==> src/sv/png_scanline_unfilter_top_assert.svh <==
// Assertion macros shared by the scanline unfilter modules.
`ifndef PNG_SCANLINE_UNFILTER_TOP_ASSERT_SVH
`define PNG_SCANLINE_UNFILTER_TOP_ASSERT_SVH

// Consequence must hold in the same cycle as the antecedent.
`define PNGU_ASSERT_IMPL(label, clk, rst, ante, cons, msg) \
  label: assert property (@(posedge clk) disable iff (rst) (ante) |-> (cons)) \
    else $error(msg);

// Consequence must hold in the cycle after the antecedent.
`define PNGU_ASSERT_NEXT(label, clk, rst, ante, cons, msg) \
  label: assert property (@(posedge clk) disable iff (rst) (ante) |=> (cons)) \
    else $error(msg);

`endif

==> src/sv/pngu_pkg.sv <==
package pngu_pkg;

  // Row filter codes.
  localparam logic [2:0] FILT_NONE  = 3'd0;
  localparam logic [2:0] FILT_SUB   = 3'd1;
  localparam logic [2:0] FILT_UP    = 3'd2;
  localparam logic [2:0] FILT_AVG   = 3'd3;
  localparam logic [2:0] FILT_PAETH = 3'd4;

  // Configuration register indexes.
  localparam logic REG_WIDTH = 1'b0;
  localparam logic REG_BPP   = 1'b1;

  localparam int WIDTH_W = 13;
  localparam int BPP_W   = 3;

  // Result queue.
  localparam int OUT_DEPTH = 4;
  localparam int PTR_W     = 2;
  localparam int CNT_W     = 3;

  typedef logic [CNT_W-1:0] cnt_t;
  typedef logic [15:0] len_t;

  typedef struct packed {
    logic [7:0] pixel_byte;
    logic       row_end;
    logic       bad_filter;
  } out_item_t;

  typedef struct packed {
    logic [2:0] filter;
    logic [7:0] raw;
    logic [7:0] a;
    logic [7:0] b;
    logic [7:0] c;
  } pred_in_t;

endpackage

==> src/sv/pngu_out_fifo.sv <==
`include "png_scanline_unfilter_top_assert.svh"

module pngu_out_fifo (
  input  logic                clk,
  input  logic                rst,
  input  logic                push,
  input  pngu_pkg::out_item_t push_item,
  input  logic                pop,
  output pngu_pkg::out_item_t head_item,
  output pngu_pkg::cnt_t      count
);

  pngu_pkg::out_item_t             entries [pngu_pkg::OUT_DEPTH];
  logic [pngu_pkg::PTR_W-1:0]      wr_ptr;
  logic [pngu_pkg::PTR_W-1:0]      rd_ptr;

  always_ff @(posedge clk) begin
    if (push) begin
      entries[wr_ptr] <= push_item;
    end
  end

  always_ff @(posedge clk) begin
    if (rst) begin
      wr_ptr <= '0;
      rd_ptr <= '0;
      count  <= '0;
    end else begin
      if (push) begin
        wr_ptr <= wr_ptr + 1'b1;
      end
      if (pop) begin
        rd_ptr <= rd_ptr + 1'b1;
      end
      if (push && !pop) begin
        count <= count + 1'b1;
      end else if (pop && !push) begin
        count <= count - 1'b1;
      end
    end
  end

  assign head_item = entries[rd_ptr];

  `PNGU_ASSERT_IMPL(a_fifo_no_overflow, clk, rst, push, count < pngu_pkg::CNT_W'(pngu_pkg::OUT_DEPTH) || pop, "result queue overflow")
  `PNGU_ASSERT_IMPL(a_fifo_no_underflow, clk, rst, pop, count != '0, "result queue underflow")
  `PNGU_ASSERT_NEXT(a_fifo_count_hold, clk, rst, push && pop, count == $past(count), "queue count moved on push with pop")

endmodule

==> config.mk <==
export PLATFORM = sky130hd
export DESIGN_NAME = pngu_out_fifo
export DESIGN_NICKNAME = d
export VERILOG_FILES = /design/src/sv/pngu_pkg.sv /design/src/sv/pngu_out_fifo.sv
export VERILOG_INCLUDE_DIRS = /design/src /design/src/sv
export SDC_FILE = /design/constraint.sdc
export NUM_CORES = 1
export LEC_CHECK = 0
export BUFFER_PORTS_ARGS = -buffer_cell sky130_fd_sc_hd__buf_2
export CAP_MARGIN = 20
export CORE_MARGIN = 5
export CORE_UTILIZATION = 50
export DETAILED_ROUTE_END_ITERATION = 8
export GPL_ROUTABILITY_DRIVEN = 1
export PLACE_DENSITY = 0.78
export SLEW_MARGIN = 0
export SYNTH_ARGS = -nofsm -noshare
export SYNTH_HDL_FRONTEND = slang
export SYNTH_SLANG_ARGS = --single-unit
==> constraint.sdc <==
create_clock -name clk -period 2.95 [get_ports clk]
set_input_delay 0.59 -clock clk [delete_from_list [all_inputs] [get_ports clk]]
set_output_delay 0.59 -clock clk [all_outputs]
set_load 0.1 [all_outputs]
Yosys cells after proc, flatten, opt, wreduce, memory -nomap -nowiden
Memory sizes are Yosys's and may differ from the RTL's. A register that Yosys moved wholly into a read port is not among the register bits.
Cells that the tools add are included.
Word-level totals
  register bits after elaboration: 7
  ROM bits: 0
  latch bits: 0
  RAM bits: 40
  memories kept: 1
Cells by class
  $add $sub $neg: 4
  shift operators: 0
  div/mod/pow operators: 0
  $lt $le $gt $ge: 0
  $mul: 0
  bitwise logic cells: 0
  reduce and logical (&&, ||, !) cells: 5
  multiplexer cells: 6
  eq/ne operators: 0
Memories
  entries: depth 4, bits a word 10, read ports 1, clocked after memory_dff 1, write ports 1, line pngu_out_fifo.sv:13  | pngu_pkg::out_item_t entries [pngu_pkg::OUT_DEPTH];
Operators by type and width (count)
  $mux W3: 2
  $add A2 B1 Y2 const B: 2
  $mux W2: 2
  $add A3 B1 Y3 const B: 1
  $sub A3 B1 Y3 const B: 1
  $logic_and A1 B1 Y1: 2
  $logic_not A1 Y1: 2
  $mux W1: 2
  $reduce_bool A2 Y1: 1

Depth between registers and ports, before layout
  word-level depth: 4
  depth in mapped cells: 7
  gate-level depth less buffers: 7

Worst setup path before layout
No wires, ideal clock.
  path type: register to register
  start point: reg count[0]
  end point: reg count[2]
  setup slack: 1.074 ns
  stages on the path, launching flop included: 5
  required time: 2.880 ns
  library setup time: 0.070 ns
  buffers on the path: 0
  clock period less this slack: 1.876 ns
  arrival: 1.806 ns
  path through: dfxtp_1 fa_1 xor2_1 or3_1 a21oi_1
Between the ends
  word-level cells in the longest chain between the ends: 3
  elaborated cells on any way between the ends: 4
  those cells by class: 2 x add/sub; 2 x mux
Ends and longest elaborated chain
  start: declaration: line pngu_out_fifo.sv:10  | output pngu_pkg::cnt_t count
  start signal: assignment: line pngu_out_fifo.sv:36  | count <= count + 1'b1;
  start signal: assignment: line pngu_out_fifo.sv:38  | count <= count - 1'b1;
  $sub A3 B1 Y3: line pngu_out_fifo.sv:38
  $mux W3: line pngu_out_fifo.sv:37  | end else if (pop && !push) begin
  $mux W3 (*): line pngu_out_fifo.sv:35  | if (push && !pop) begin
Mark *: on every way between the ends. The rest lies on a longest branch, timed or not. The select of a mux whose other input is x is not followed.
A chain may end at the register's enable or synchronous reset.

==> impl_metrics.toml <==
[drt]
vias_per_cell = 5.07
drtAntennaViolNets = 0
finalWirelength_mm = 2.91
drt-wirelength-per-cell_um = 16.7
vias = 882
drt_iter0_markers = 51
drc = 0
drt-pass1-iter-count = 4

[grt]
grt_max_degree = 15
grtUsageMet1_pct = 14.8
met2_usage_pct = 21.2
grt_first_pass_wirelength_mm = 4.76
overflow = 0
met3_usage_pct = 5.68
top_usage_layer = "met2"
grt.total_usage_pct = 13.0
grt_pass1_vias = 981
antenna_found_initial = 0

[sta]
hold_violations = 0
timing.final.ws_setup_ns = 0.514
fin_crit_sh_pct = 82.6
tns_ns = 0
clock.fmax_mhz = 411
finClkSkew_ns = 0.00680
setup_violations = 0
post-route-min-period_ns = 2.44
rsz0062_at_grt = "false"
report.final.slew_viol_count = 0
slew_headroom_pct = 63.4
tightest_slew_ns = 0.549

[worst_setup_path]
timing_worst_setup_path_type = "flip-flop to output port"
required_ns = 2.36
endpoint_kind = "output port"
path_max_fanout = 6
worstPathArrival_ns = 1.85
crit_path_start_kind = "flip-flop"

[clock_tree]
numCtsBuffers = 5
cts_max_level = 2
root_buffer = "clkbuf_8"
clkTransAtPathRegs_ns = 0.08
clock_latency_ns = 0.30
cts_sinks = 49
cts_setup_buffers = 0
ctsHoldBuffers = 0
clk_path_buf_depth = 2
cts_resized = 0
cts_tree = "done"

[die]
die_w_um = 71.0
core_um2 = 3630
die_area_um2 = 5040
start_util_pct = 51.2
io-pin-count = 27
die_h_um = 71.0
rows = 22

[placed_design]
place_congestion = 0.696
port_buffers = 26
hpwl_mm = 2.09
pre_cts_ws_ns = 0.801
dp.cells = 166

[yosys]
synth_seq_cells = 49
ys_types = 18
ys_seq_area_share_pct = 74.3
syn_nets = 114
synth_commonest_cells = "edfxtp_1, mux4_2, dfxtp_1, nor2_1, ha_1"
synth_edf_count = 40
yosys_warnings = 0
yosysTopAreaCellShare_pct = 64.6
synth.cell_area_um2 = 1860
synth_most_common_cell = "edfxtp_1"
synth_top_flop_cell = "edfxtp_1"
async_flop_share_pct = 0
ys_top_cells_by_area = "edfxtp_1, mux4_2, dfxtp_1"
syn_inst = 94
syn_avg_cell_area_um2 = 19.8
synth_area_leader_cell = "edfxtp_1"

[pwr]
peakVddDrop_v = 0.000381
pwr_density_cell_nw_per_um2 = 755
leakagePower_uw = 0.000779

[finish]
layout-drive-gt1-share_pct = 34.1
area_delta_synth_final_pct = 15.3
n_fill_cell = 294
multi_input_area_um2 = 443
nets = 145
layout.cells.non_filler = 174
seqCellArea_um2 = 1380
n_antenna_cell = 0

[worst_hold_path]
hp-class = "flip-flop to flip-flop"

[job]
drv_cap = 0

[outcome]
run_status = "finished, final reports clean"
-- stage by stage --
step	hold slack [ns]	power [uW]	util (%)	cell area, um2
5_1_grt	0.499	1690	59.0	2140
2_1_floorplan	0.485	1130	-	1860
3_3_place_gp	0.465	1180	56.1	2040
3_5_place_dp	0.493	1190	56.1	2040
4_1_cts	0.499	1630	59.0	2140
6_report	0.501	1620	59.0	2140
-- power by group --
group	switching (uW)	total, uW	internal (uW)
Clock	200	450	250
Combinational	274	354	79.4
Sequential	25.5	815	790
Total	500	1620	1120
-- final timing paths --
check                        start                     to  slack (ns)  depth (start not counted)
max reg2reg  count[0]$_SDFFE_PP0P_  count[2]$_SDFFE_PP0P_        1.49                          4
max                      flip-flop           head_item[9]        0.51                          3
min reg2reg  count[2]$_SDFFE_PP0P_  count[2]$_SDFFE_PP0P_        0.50                          2
min          count[2]$_SDFFE_PP0P_  count[2]$_SDFFE_PP0P_        0.50                          2
-- cell usage in the layout (no fill, tap or decap) --
master      n
edfxtp_1   40
buf_2      26
mux4_2     10
dfxtp_1     9
nor2_1      7
ha_1        5
clkbuf_8    5
inv_1       4
and2_1      4
xor2_1      3
xnor2_1     2
mux2i_1     2
nand2_1     1
o21ai_0     1
or3_1       1
a21oi_1     1
fa_1        1
bufinv_16   1
clkinv_1    1
clkbuf_1    1
buf_4       1
-- cell type report --
type	instances	share of cell area (%)
sequential	49	64.4
clock inverter	2	1.58
multi-input combinational	38	20.7
inverter	4	0.701
clock buffer	6	3.39
tap	48	2.80
timing repair buffer	27	6.42
-- critical path, cell delays in order, from the launching register on --
cell	delay [ns]
dfxtp_1	0.50
buf_4	0.25
mux4_2	0.50
buf_2	0.30
-- metal layers --
| layer | part of all wire (%) | wire, um |
|---|---|---|
| met1 | 39 | 1150 |
| met2 | 51 | 1490 |
| met3 | 7.4 | 216 |
| met4 | 1.9 | 55 |
| met5 | 0 | 0 |
-- registers in the layout (all words and copies together), names as in the netlist, named ones only --
signal / cells
rd_ptr: 2
count: 3
entries: 40
wr_ptr: 2
-- kinds of logic after synthesis --
logic type | count (synthesis) | synth area share [%]
adders and majority gates | 6 | 4.44
muxes | 12 | 13.2
buffers and inverters | 7 | 1.88
and+or+nand+nor | 13 | 3.30
DFF | 49 | 74.3
AOI/OAI and AO/OA | 2 | 0.538
xor gates and xnor gates | 5 | 2.36
(Power assumes the default switching activity.)
