**src/sv/png_scanline_unfilter_top_assert.svh**
```systemverilog
// Assertion macros shared by the scanline unfilter modules.
`ifndef PNG_SCANLINE_UNFILTER_TOP_ASSERT_SVH
`define PNG_SCANLINE_UNFILTER_TOP_ASSERT_SVH

// Consequence must hold in the same cycle as the antecedent.
`define PNGU_ASSERT_IMPL(label, clk, rst, ante, cons, msg) \
  label: assert property (@(posedge clk) disable iff (rst) (ante) |-> (cons)) \
    else $error(msg);

// Consequence must hold in the cycle after the antecedent.
`define PNGU_ASSERT_NEXT(label, clk, rst, ante, cons, msg) \
  label: assert property (@(posedge clk) disable iff (rst) (ante) |=> (cons)) \
    else $error(msg);

`endif

```
**src/sv/pngu_pkg.sv**
```systemverilog
package pngu_pkg;

  // Row filter codes.
  localparam logic [2:0] FILT_NONE  = 3'd0;
  localparam logic [2:0] FILT_SUB   = 3'd1;
  localparam logic [2:0] FILT_UP    = 3'd2;
  localparam logic [2:0] FILT_AVG   = 3'd3;
  localparam logic [2:0] FILT_PAETH = 3'd4;

  // Configuration register indexes.
  localparam logic REG_WIDTH = 1'b0;
  localparam logic REG_BPP   = 1'b1;

  localparam int WIDTH_W = 13;
  localparam int BPP_W   = 3;

  // Result queue.
  localparam int OUT_DEPTH = 4;
  localparam int PTR_W     = 2;
  localparam int CNT_W     = 3;

  typedef logic [CNT_W-1:0] cnt_t;
  typedef logic [15:0] len_t;

  typedef struct packed {
    logic [7:0] pixel_byte;
    logic       row_end;
    logic       bad_filter;
  } out_item_t;

  typedef struct packed {
    logic [2:0] filter;
    logic [7:0] raw;
    logic [7:0] a;
    logic [7:0] b;
    logic [7:0] c;
  } pred_in_t;

endpackage

```
**src/sv/pngu_predict.sv**
```systemverilog
module pngu_predict (
  input  pngu_pkg::pred_in_t pin,
  output logic [7:0]         value
);

  logic        [8:0] avg_sum;
  logic signed [9:0] sa, sb, sc;
  logic signed [9:0] da, db, dc;
  logic        [9:0] pa, pb, pc;
  logic        [7:0] paeth;
  logic        [7:0] pred;

  always_comb begin
    sa = 10'(pin.a);
    sb = 10'(pin.b);
    sc = 10'(pin.c);
    // With p = a + b - c: |p - a| = |b - c|, |p - b| = |a - c|, |p - c| = |a + b - 2c|.
    da = sb - sc;
    db = sa - sc;
    dc = sa + sb - sc - sc;
    pa = (da < 0) ? 10'(-da) : 10'(da);
    pb = (db < 0) ? 10'(-db) : 10'(db);
    pc = (dc < 0) ? 10'(-dc) : 10'(dc);
    if (pa <= pb && pa <= pc) begin
      paeth = pin.a;
    end else if (pb <= pc) begin
      paeth = pin.b;
    end else begin
      paeth = pin.c;
    end
    avg_sum = 9'(pin.a) + 9'(pin.b);
  end

  always_comb begin
    unique case (pin.filter)
      pngu_pkg::FILT_NONE:  pred = 8'd0;
      pngu_pkg::FILT_SUB:   pred = pin.a;
      pngu_pkg::FILT_UP:    pred = pin.b;
      pngu_pkg::FILT_AVG:   pred = avg_sum[8:1];
      pngu_pkg::FILT_PAETH: pred = paeth;
      default:              pred = 8'd0;
    endcase
  end

  assign value = pin.raw + pred;

endmodule

```
**config.mk**
```make
export PLATFORM = sky130hd
export DESIGN_NAME = pngu_predict
export DESIGN_NICKNAME = d
export VERILOG_FILES = /design/src/sv/png_scanline_unfilter_top_assert.svh /design/src/sv/pngu_pkg.sv /design/src/sv/pngu_predict.sv
export SDC_FILE = /design/constraint.sdc
export NUM_CORES = 1
export LEC_CHECK = 0
export BUFFER_PORTS_ARGS = -buffer_cell sky130_fd_sc_hd__buf_2
export CORE_AREA = 2 2 84 86
export DETAILED_ROUTE_END_ITERATION = 8
export DIE_AREA = 0 0 86 88
export PLACE_DENSITY = 0.73
export SYNTH_ARGS = -nofsm -noshare
export SYNTH_HDL_FRONTEND = slang
export SYNTH_SLANG_ARGS = --single-unit
```
**constraint.sdc**
```tcl
create_clock -name vclk -period 12.25
set_input_delay 1.8375 -clock vclk [all_inputs]
set_output_delay 1.8375 -clock vclk [all_outputs]
set_load 0.005 [all_outputs]
```
======== Word level (Yosys, flattened, before mapping) ========
Index checks and enable logic that the tools add are counted.
storage, ports and cells
  register bits after elaboration ......... 0
cells by class
  add/subtract/negate cells ............... 10
  eq/ne operators ......................... 4
  multiplexer cells ....................... 6
  magnitude comparators ................... 6
  reductions and logical operators ........ 1
operator list
  kind                 number
  $pmux 8 s4           1
  $le 10x10->1         3
  $mux 10              3
  $neg 9->10           2
  $add 8x8->9          2
  $lt 9x1->1 const B   2
  $sub 8x8->9          2
  $mux 8               2
  $lt 10x1->1 const B  1
  $neg 10->10          1
  $sub 10x9->10        1
  $sub 9x8->10         1
  $add 8x8->8          1
  $eq 3x2->1 const B   2
  $eq 3x1->1 const B   1
  $eq 3x3->1 const B   1
  $logic_and 1x1->1    1

======== Longest topological paths before layout ========
Gate-level depths: netlist (run 1).
  word-level depth ........................ 10
  gate-level depth with buffers ........... 36
  mapped depth without buffers ............ 34

======== Worst setup path before layout (run 1) ========
Ideal clock, no wire load.
  kind .................................... in2out
  start point ............................. input port pin[8] (netlist bit)
  end point ............................... output port value[7]
  setup slack ............................. 2,175 ps
  stages on the path ...................... 34
  arrival time ............................ 8,238 ps
  path through ............................ fa_1 -> ha_1 -> inv_1 -> fa_1 -> nand2b_1 -> a21oi_1 -> o211a_1 -> o21a_1 -> nor2_1 -> xnor2_1 -> or4_1 -> ha_1 -> nand3_1 -> nor2_1 -> o21ai_0 -> nand3b_1 -> nor2b_1 -> a221oi_1 -> o21ai_1 -> a21o_1 -> and2_1 -> buf_1 -> a221o_1 -> ha_1 -> a21o_1 -> a21oi_1 -> o21bai_1 -> a21oi_1 -> o21bai_1 -> a21oi_1 -> xnor2_1 -> a2111oi_0 -> a311oi_1 -> nand4b_1
between the ends
  word-level cells in the longest chain between the ends .. 10
  elaborated cells on any way between the ends .. 19
RTL lines
  what                                                line                                    text
  from (decl)                                         pngu_predict.sv:2                       input pngu_pkg::pred_in_t pin,
  $add 8x8->9                                         pngu_predict.sv:20, pngu_predict.sv:31
  $sub 9x8->10                                        pngu_predict.sv:20                      dc = sa + sb - sc - sc;
  $sub 10x9->10                                       pngu_predict.sv:20
  $neg 10->10 / $lt 10x1->1 (equally long branches)   pngu_predict.sv:23                      pc = (dc < 0) ? 10'(-dc) : 10'(dc);
  $mux 10                                             pngu_predict.sv:23
  $le 10x10->1, on equally long branches              pngu_predict.sv:26, pngu_predict.sv:24
  $mux 8 / $logic_and 1x1->1 (equally long branches)  pngu_predict.sv:26, pngu_predict.sv:24
  $mux 8                                              pngu_predict.sv:24                      if (pa <= pb && pa <= pc) begin
  $pmux 8 s4 (*)                                      pngu_predict.sv:35                      unique case (pin.filter)
  $add 8x8->8 (*)                                     pngu_predict.sv:45                      assign value = pin.raw + pred;
  to (decl)                                           pngu_predict.sv:3                       output logic [7:0] value
Every way passes the cells marked *; elsewhere a longest branch is shown, timed or not.

======== Worst setup path in the final report (run 1) ========
  start point ............................. input port pin[9] (netlist bit)
  end point ............................... output port value[7]
The elaborated chain is that of the path after synthesis.

==> results of run 1 <==
[cell usage in the layout, fill, tap and decap left out, types with 12 or more instances in the layout]
master	synthesis	routed
inv_1	67	67
o21ai_0	18	18
a21o_1	22	22
xor2_1	18	18
ha_1	71	71
nor2_1	32	32
a21oi_1	40	40
nand2_1	25	25
xnor2_1	29	29
fa_1	12	12
buf_2	2	43
[cell type report]
cell class,count,area [um2]
fill,650,2754
inverter,67,251.5
multi-input combinational,416,3323
tap,80,100.1
timing repair buffer,43,215.2
[path summary, 6_finish.rpt]
kind  slack, ps  endpoint     from  cells after the start
min        3960  value[0]  pin[24]                      3
max        1140  value[7]   pin[9]                     35
[critical path: cells and delay by family]
kind            cells  cell delay, ps
xor+xnor            2             380
fa+ha+maj           5            1640
compound gates     16            3140
simple gates        9            1870
buf+inv             3             370
[power by group]
group,total [W],switching [W],internal (W)
combinational,0.000418,0.000240,0.000178
clock,0,0,0
sequential,0,0,0
[cell families (layout without fill, tap and decap cells)]
logic type / after synthesis / after routing / share of synthesized area
adder cells (fa/ha/maj): 83 / 83 / 0.3129
AO/OA/AOI/OAI: 147 / 147 / 0.2820
other: 2 / 4 / 0.002082
XOR/XNOR: 47 / 47 / 0.1141
buffers and inverters: 77 / 110 / 0.08082
multiplexers: 10 / 10 / 0.02879
AND/OR/NAND/NOR: 125 / 125 / 0.1793
[per-layer routing]
metal | share of wire | up-vias
met4 | 0.016 | 0
met3 | 0.037 | 15
met1 | 0.46 | 1700
met5 | 0 | -
met2 | 0.48 | 92
li1 | - | 1835
[stage by stage]
stage               setup slack [ps]    util  hold WS, ps
floorplan                       2175       -         3794
finish                          1138  0.5855         3960
detailed placement              1228  0.5855         3961
CTS                             1192  0.5855         3964
global route                   556.5  0.5855         3987
global placement                1465  0.5855         3966
==> flow_summary.ini, run 1 <==
[timing]
fin_crit_sh = 0.9071
hold_viol = 0
min_period_ps = 11110
worst_pin_slew_ps = 932.6
setup-violations-final = 0
drv_slew = 0
setup-tns-final_ps = 0
max_slew_margin = 0.3782
fmax_mhz = 89.99
rsz0062_at_grt = no

[worst_setup_path]
worst_path_largest_cell_delay_ps = 570
critPathKind = in2out
cp-start-kind = input port
end_kind = primary output
cp_max_fo = 8
crit_required_ps = 10410
slowest_stage = or4_1
cp_data_arrival_time_ps = 9270
worst_path_most_repeated_cell = a21oi_1

[global_routing]
grt_pass1_wl_um = 15790
use_met3 = 0.006598
grtUsageMet1 = 0.3567
top_usage_layer = met2
grt_pass1_vias = 3317
grt_overflow = 0
grt_max_degree = 21
grtUsageMet2 = 0.4482
grt_use_total = 0.2561
antenna_found_initial = 0

[drt]
vias = 3642
ant_nets = 0
vias_per_cell = 6.010
route.detailed.drc = 0
totalWireLength_um = 9635
routedWlPerCell_um = 15.90
dr.first_iter.drc_count = 209
firstDrtPassIters = 5

[power_and_ir_drop]
ir_drop_uv = 43.55
power.static_leakage_nw = 2.054
cellPowerDensity_mw_per_mm2 = 107.6
power_w = 0.0004185

[synth]
syn_area_mm2 = 0.003607
seq_area_frac_synth = 0
syn_inst = 491
ys_top_cells_by_count = 71 x ha_1, 67 x inv_1, 40 x a21oi_1
synth_area_per_cell_um2 = 7.347
yosys_warnings = 0
synth_top_area_cell = ha_1
synthTopCellsByArea = ha_1 25%, xnor2_1 7.0%, inv_1 7.0%
yosysMostFrequentCell = ha_1
yosysUniqueCellTypes = 61
synth_top_area_frac = 0.2463

[cells_and_area]
seq_area_um2 = 0
final.clkbuf_count = 0
areaGrowthSynthToFinish_pct = 7.839
layout-drive-gt1-share = 0.1046
layout.nets = 646
antenna_cells = 0
final_area_mm2 = 0.003890
final-instance-count-excl-fill = 606
n_sequential_cell = 0

[clock_tree]
cts_resized = 0
postCtsSetupRepairBufs = 0
postCtsHoldBufs = 0

[floorplan]
io_pins = 43
initial_utilization = 0.5429
die_h_um = 88
num_rows = 30
die_width_um = 86
dieArea_mm2 = 0.007568
core_mm2 = 0.006644

[placement]
placed_cell_area_mm2 = 0.003890
routabilityCongestion = 0.9490
dp_cells = 606
numPortBuffers = 43
hpwlAfterDp_um = 8518

[worst_hold_path]
min-delay-path-class = in2out

[run]
maxCapViolations = 0

[run_status]
status = complete, no violations
Note: power is estimated with default switching activity, not from simulation.
==> run 2, diff against run 1 <==
Settings changed: PLACE_DENSITY 0.73 to 0.76.
Clock period 12.25 ns to 9.6 ns, I/O delays scaled along.
==> flow_summary.ini, run 2 (synthesis results as in run 1) <==
[run_status]
status = complete, no violations

[timing]
whs_ps = 3170
max_slew_margin = 0.5481
fmax_mhz = 105.3
setup-tns-final_ps = 0
min_period_ps = 9499
setup-violations-final = 0
hold_viol = 0
fin_crit_sh = 0.9895
drv_slew = 0
worst_pin_slew_ps = 676.4

[drt]
route.detailed.drc = 0
totalWireLength_um = 11190
routedWlPerCell_um = 17.11
vias = 3959
ant_nets = 0
firstDrtPassIters = 4
dr.first_iter.drc_count = 279
vias_per_cell = 6.054

[power_and_ir_drop]
p_clk_frac = 0
power.share.combinational = 1.000
switching_share = 0.5337
power.static_leakage_nw = 2.355
power_w = 0.0006836
power_frac_seq = 0
ir_drop_uv = 61.08
p_switching_w = 0.0003649
intPower_w = 0.0003188
cellPowerDensity_mw_per_mm2 = 149.5

[worst_setup_path]
cp-start-kind = input port
crit_required_ps = 8160
worst_path_most_repeated_cell = a21oi_2
worst_path_largest_cell_delay_ps = 560
slowest_stage = or4_4
cp_data_arrival_time_ps = 8060
critPathKind = in2out
end_kind = primary output
cp_max_fo = 4

[cells_and_area]
fillerInstances = 572
multi_input_comb_area_mm2 = 0.003628
antenna_cells = 0
layout-drive-gt1-share = 0.2683
final_cell_mix = 66 x inv_1, 65 x ha_1, 45 x buf_4, 42 x buf_2, 31 x a21oi_1
n_sequential_cell = 0
areaGrowthSynthToFinish_pct = 26.78
final.clkbuf_count = 0
seq_area_um2 = 0
mostFrequentLayoutCell = inv_1
layout.nets = 694

[clock_tree]
postCtsHoldBufs = 0

[floorplan]
die_width_um = 86
core_mm2 = 0.006644
dieArea_mm2 = 0.007568
io_pins = 43
num_rows = 30
die_h_um = 88
initial_utilization = 0.5429

[global_routing]
grt_max_degree = 21
grt_pass1_wl_um = 17090
grt_overflow = 0
grt_pass1_vias = 3639
antenna_found_initial = 0
grt_use_total = 0.2811

[placement]
numPortBuffers = 43
routabilityCongestion = 0.9732
hpwlAfterDp_um = 9290

[worst_hold_path]
min-delay-path-class = in2out

[run]
maxCapViolations = 0
run 2: changes by cell type in the layout (fill, tap and decap cells not counted), sizes merged:
cell / change
buf: +48
run 2: final timing paths:
check / from / cells past startpoint / to
setup / recovery: pin[16] / 35 / value[7]
hold / removal: pin[24] / 3 / value[0]
run 2: metrics by stage:
stage / setup slack (ps) / area (um2) / util / cells
after floorplan: 319.6 / 3615 / - / 493
after global placement: 39.47 / 4175 / 0.6284 / 644
after detailed placement: -213.6 / 4175 / 0.6284 / 644
after CTS: 2.490 / 4214 / 0.6343 / 644
after global routing: -123.5 / 4573 / 0.6883 / 654
final: 100.7 / 4573 / 0.6883 / 654
run 2: worst max-delay path: cells and delay by family:
family	cells	cell delay, ps
xor+xnor	2	290
fa+ha+maj	5	1660
simple gates	8	1420
compound gates	16	2740
buf+inv	4	490
run 2: area by class of cell:
| type | count | area share |
|---|---|---|
| inverter | 67 | 0.05499 |
| multi-input combinational | 416 | 0.7934 |
| tap | 80 | 0.02189 |
| timing repair buffer | 91 | 0.1297 |
run 2: metal layers:
metal / vias to the layer above / share of wire / global-route usage
met5: - / 0 / 0
met1: 1869 / 0.44 / 0.3790
li1: 1927 / - / -
met4: 0 / 0.021 / 0.06349
met2: 140 / 0.49 / 0.4912
met3: 23 / 0.055 / 0.01979
run 2: what timing repair did:
item / 4_1_cts / 5_1_grt
pin swaps: 1 / 35
setup buffers: 0 / 10
endpoints found under the setup margin: 1 / 2
gates resized for setup: 9 / 58
endpoints found under the hold margin: 0 / 0
run 2: power groups by stage:
stage	Sequential, W	Combinational, W	Clock [W]
5_1_grt	0	0.000753	0
4_1_cts	0	0.000589	0
3_5_place_dp	0	0.000577	0
3_3_place_gp	0	0.000561	0
2_1_floorplan	0	0.000399	0
6_report	0	0.000684	0
==> run 3, diff against run 2 <==
Settings changed: GPL_TIMING_DRIVEN set to 0, PLACE_DENSITY 0.76 to 0.85.
==> flow_summary.ini, run 3 (synthesis results as in run 1) <==
[power_and_ir_drop]
p_clk_frac = 0
power.share.combinational = 1.000
p_switching_w = 0.0003754
power.static_leakage_nw = 2.270
intPower_w = 0.0003100
switching_share = 0.5477
cellPowerDensity_mw_per_mm2 = 152.7
power_frac_seq = 0
ir_drop_uv = 78.45

[drt]
totalWireLength_um = 10980
ant_nets = 0
vias = 4003
firstDrtPassIters = 5
routedWlPerCell_um = 17.19
route.detailed.drc = 0
dr.first_iter.drc_count = 241
vias_per_cell = 6.264

[floorplan]
die_width_um = 86
dieArea_mm2 = 0.007568
initial_utilization = 0.5429
die_h_um = 88
core_mm2 = 0.006644
num_rows = 30
io_pins = 43

[placement]
dp_slack_ps = -870.1
routabilityCongestion = 0.9012
dp_cells = 616
placed_cell_area_mm2 = 0.003930
numPortBuffers = 43
hpwlAfterDp_um = 8449

[run]
maxCapViolations = 0

[run_status]
violations = negative setup slack
status = finished, violations left

[worst_hold_path]
hold_depth = 3
holdCritStartpoint = pin[24]
min_to = value[0]
min-delay-path-class = in2out

[cells_and_area]
mostFrequentLayoutCell = ha_1
final_area_mm2 = 0.004488
layout.nets = 679
final.clkbuf_count = 0
layout-drive-gt1-share = 0.2522
final_cell_mix = 65 x ha_1, 63 x inv_1, 40 x buf_2, 31 x a21oi_1, 25 x nand2_1
final-instance-count-excl-fill = 639
antenna_cells = 0
areaGrowthSynthToFinish_pct = 24.42
seq_area_um2 = 0
n_sequential_cell = 0

[worst_setup_path]
worst_path_most_repeated_cell = a21oi_2
crit_path_start = pin[12]
end_kind = primary output
critPathKind = in2out
cp_max_fo = 7
cp_data_arrival_time_ps = 8200
slowest_stage = fa_1
crit_required_ps = 8160
worst_path_largest_cell_delay_ps = 530
cp-start-kind = input port

[global_routing]
grt_max_degree = 11
grt_pass1_wl_um = 16300
grt_use_total = 0.2601
grt_pass1_vias = 3603
antenna_found_initial = 0
grt_overflow = 0

[timing]
drv_slew = 0
worst_pin_slew_ps = 694.7
fin_crit_sh = 1.004
hold_viol = 0
max_slew_margin = 0.5359
setup-violations-final = 1
min_period_ps = 9640
setup_slack_ps = -39.56
fmax_mhz = 103.7
rsz0062_at_grt = yes

[clock_tree]
postCtsHoldBufs = 0
[run 3: cell count changes in the layout (fill, tap and decap cells not counted), moves of 3 or more]
cell / previous run / this run
clkbuf_1: 0 / 5
buf_4: 45 / 24
nor2_1: 28 / 24
inv_2: 1 / 4
inv_1: 66 / 63
a31oi_1: 2 / 5
a31oi_2: 4 / 1
nor2_2: 3 / 6
[run 3: how the worst max path moves through the flow]
| stage | end | cells past startpoint | slack (ps) |
|---|---|---|---|
| 5_1_grt | value[7] | 34 | -300 |
| 4_1_cts | value[7] | 35 | 20 |
| 3_3_place_gp | value[7] | 36 | -710 |
| 3_5_place_dp | value[7] | 36 | -870 |
| 2_1_floorplan | value[7] | 34 | 320 |
| 6_report | value[7] | 34 | -40 |
[run 3: per-stage QoR]
step | utilization | TNS, ps | power (W) | hold slack (ps)
5_1_grt | 0.6755 | -298.6 | 0.0007432 | 3209
4_1_cts | 0.6087 | 0 | 0.0005591 | 3190
3_3_place_gp | 0.5915 | -709.1 | 0.0005007 | 3172
3_5_place_dp | 0.5915 | -925.4 | 0.0005275 | 3187
6_report | 0.6755 | -39.56 | 0.0006854 | 3188
2_1_floorplan | - | 0 | 0.0003987 | 2999
[run 3: power groups by stage]
stage	logic, W	clock network, W	registers [W]
CTS	0.000559	0	0
floorplan	0.000399	0	0
global route	0.000743	0	0
global placement	0.000501	0	0
finish	0.000685	0	0
detailed placement	0.000528	0	0
[run 3: cell type report]
| cell class | count | area [um2] |
|---|---|---|
| Tap cell | 80 | 100.1 |
| Buffer | 8 | 41.29 |
| Multi-Input combinational cell | 416 | 3666 |
| Inverter | 67 | 251.5 |
| Fill cell | 520 | 2156 |
| Timing Repair Buffer | 68 | 429.2 |
[run 3: layer usage]
metal,GRT usage,part of all wire
met4,0.05051,0.023
met1,0.3394,0.42
met3,0.004713,0.057
met2,0.4827,0.50
met5,0,0
[run 3: repair_timing]
| item | in CTS | in global routing |
|---|---|---|
| pin swaps | 10 | 48 |
| endpoints found under the setup margin | 2 | 2 |
| resized for setup | 18 | 71 |
| setup buffers | 5 | 20 |
[run 3: worst max-delay path: cells and delay by family]
| kind | cells | cell delay (ps) |
|---|---|---|
| xor+xnor | 2 | 460 |
| fa+ha+maj | 4 | 1150 |
| mux | 1 | 330 |
| compound gates | 14 | 3090 |
| simple gates | 5 | 710 |
| buf+inv | 8 | 990 |
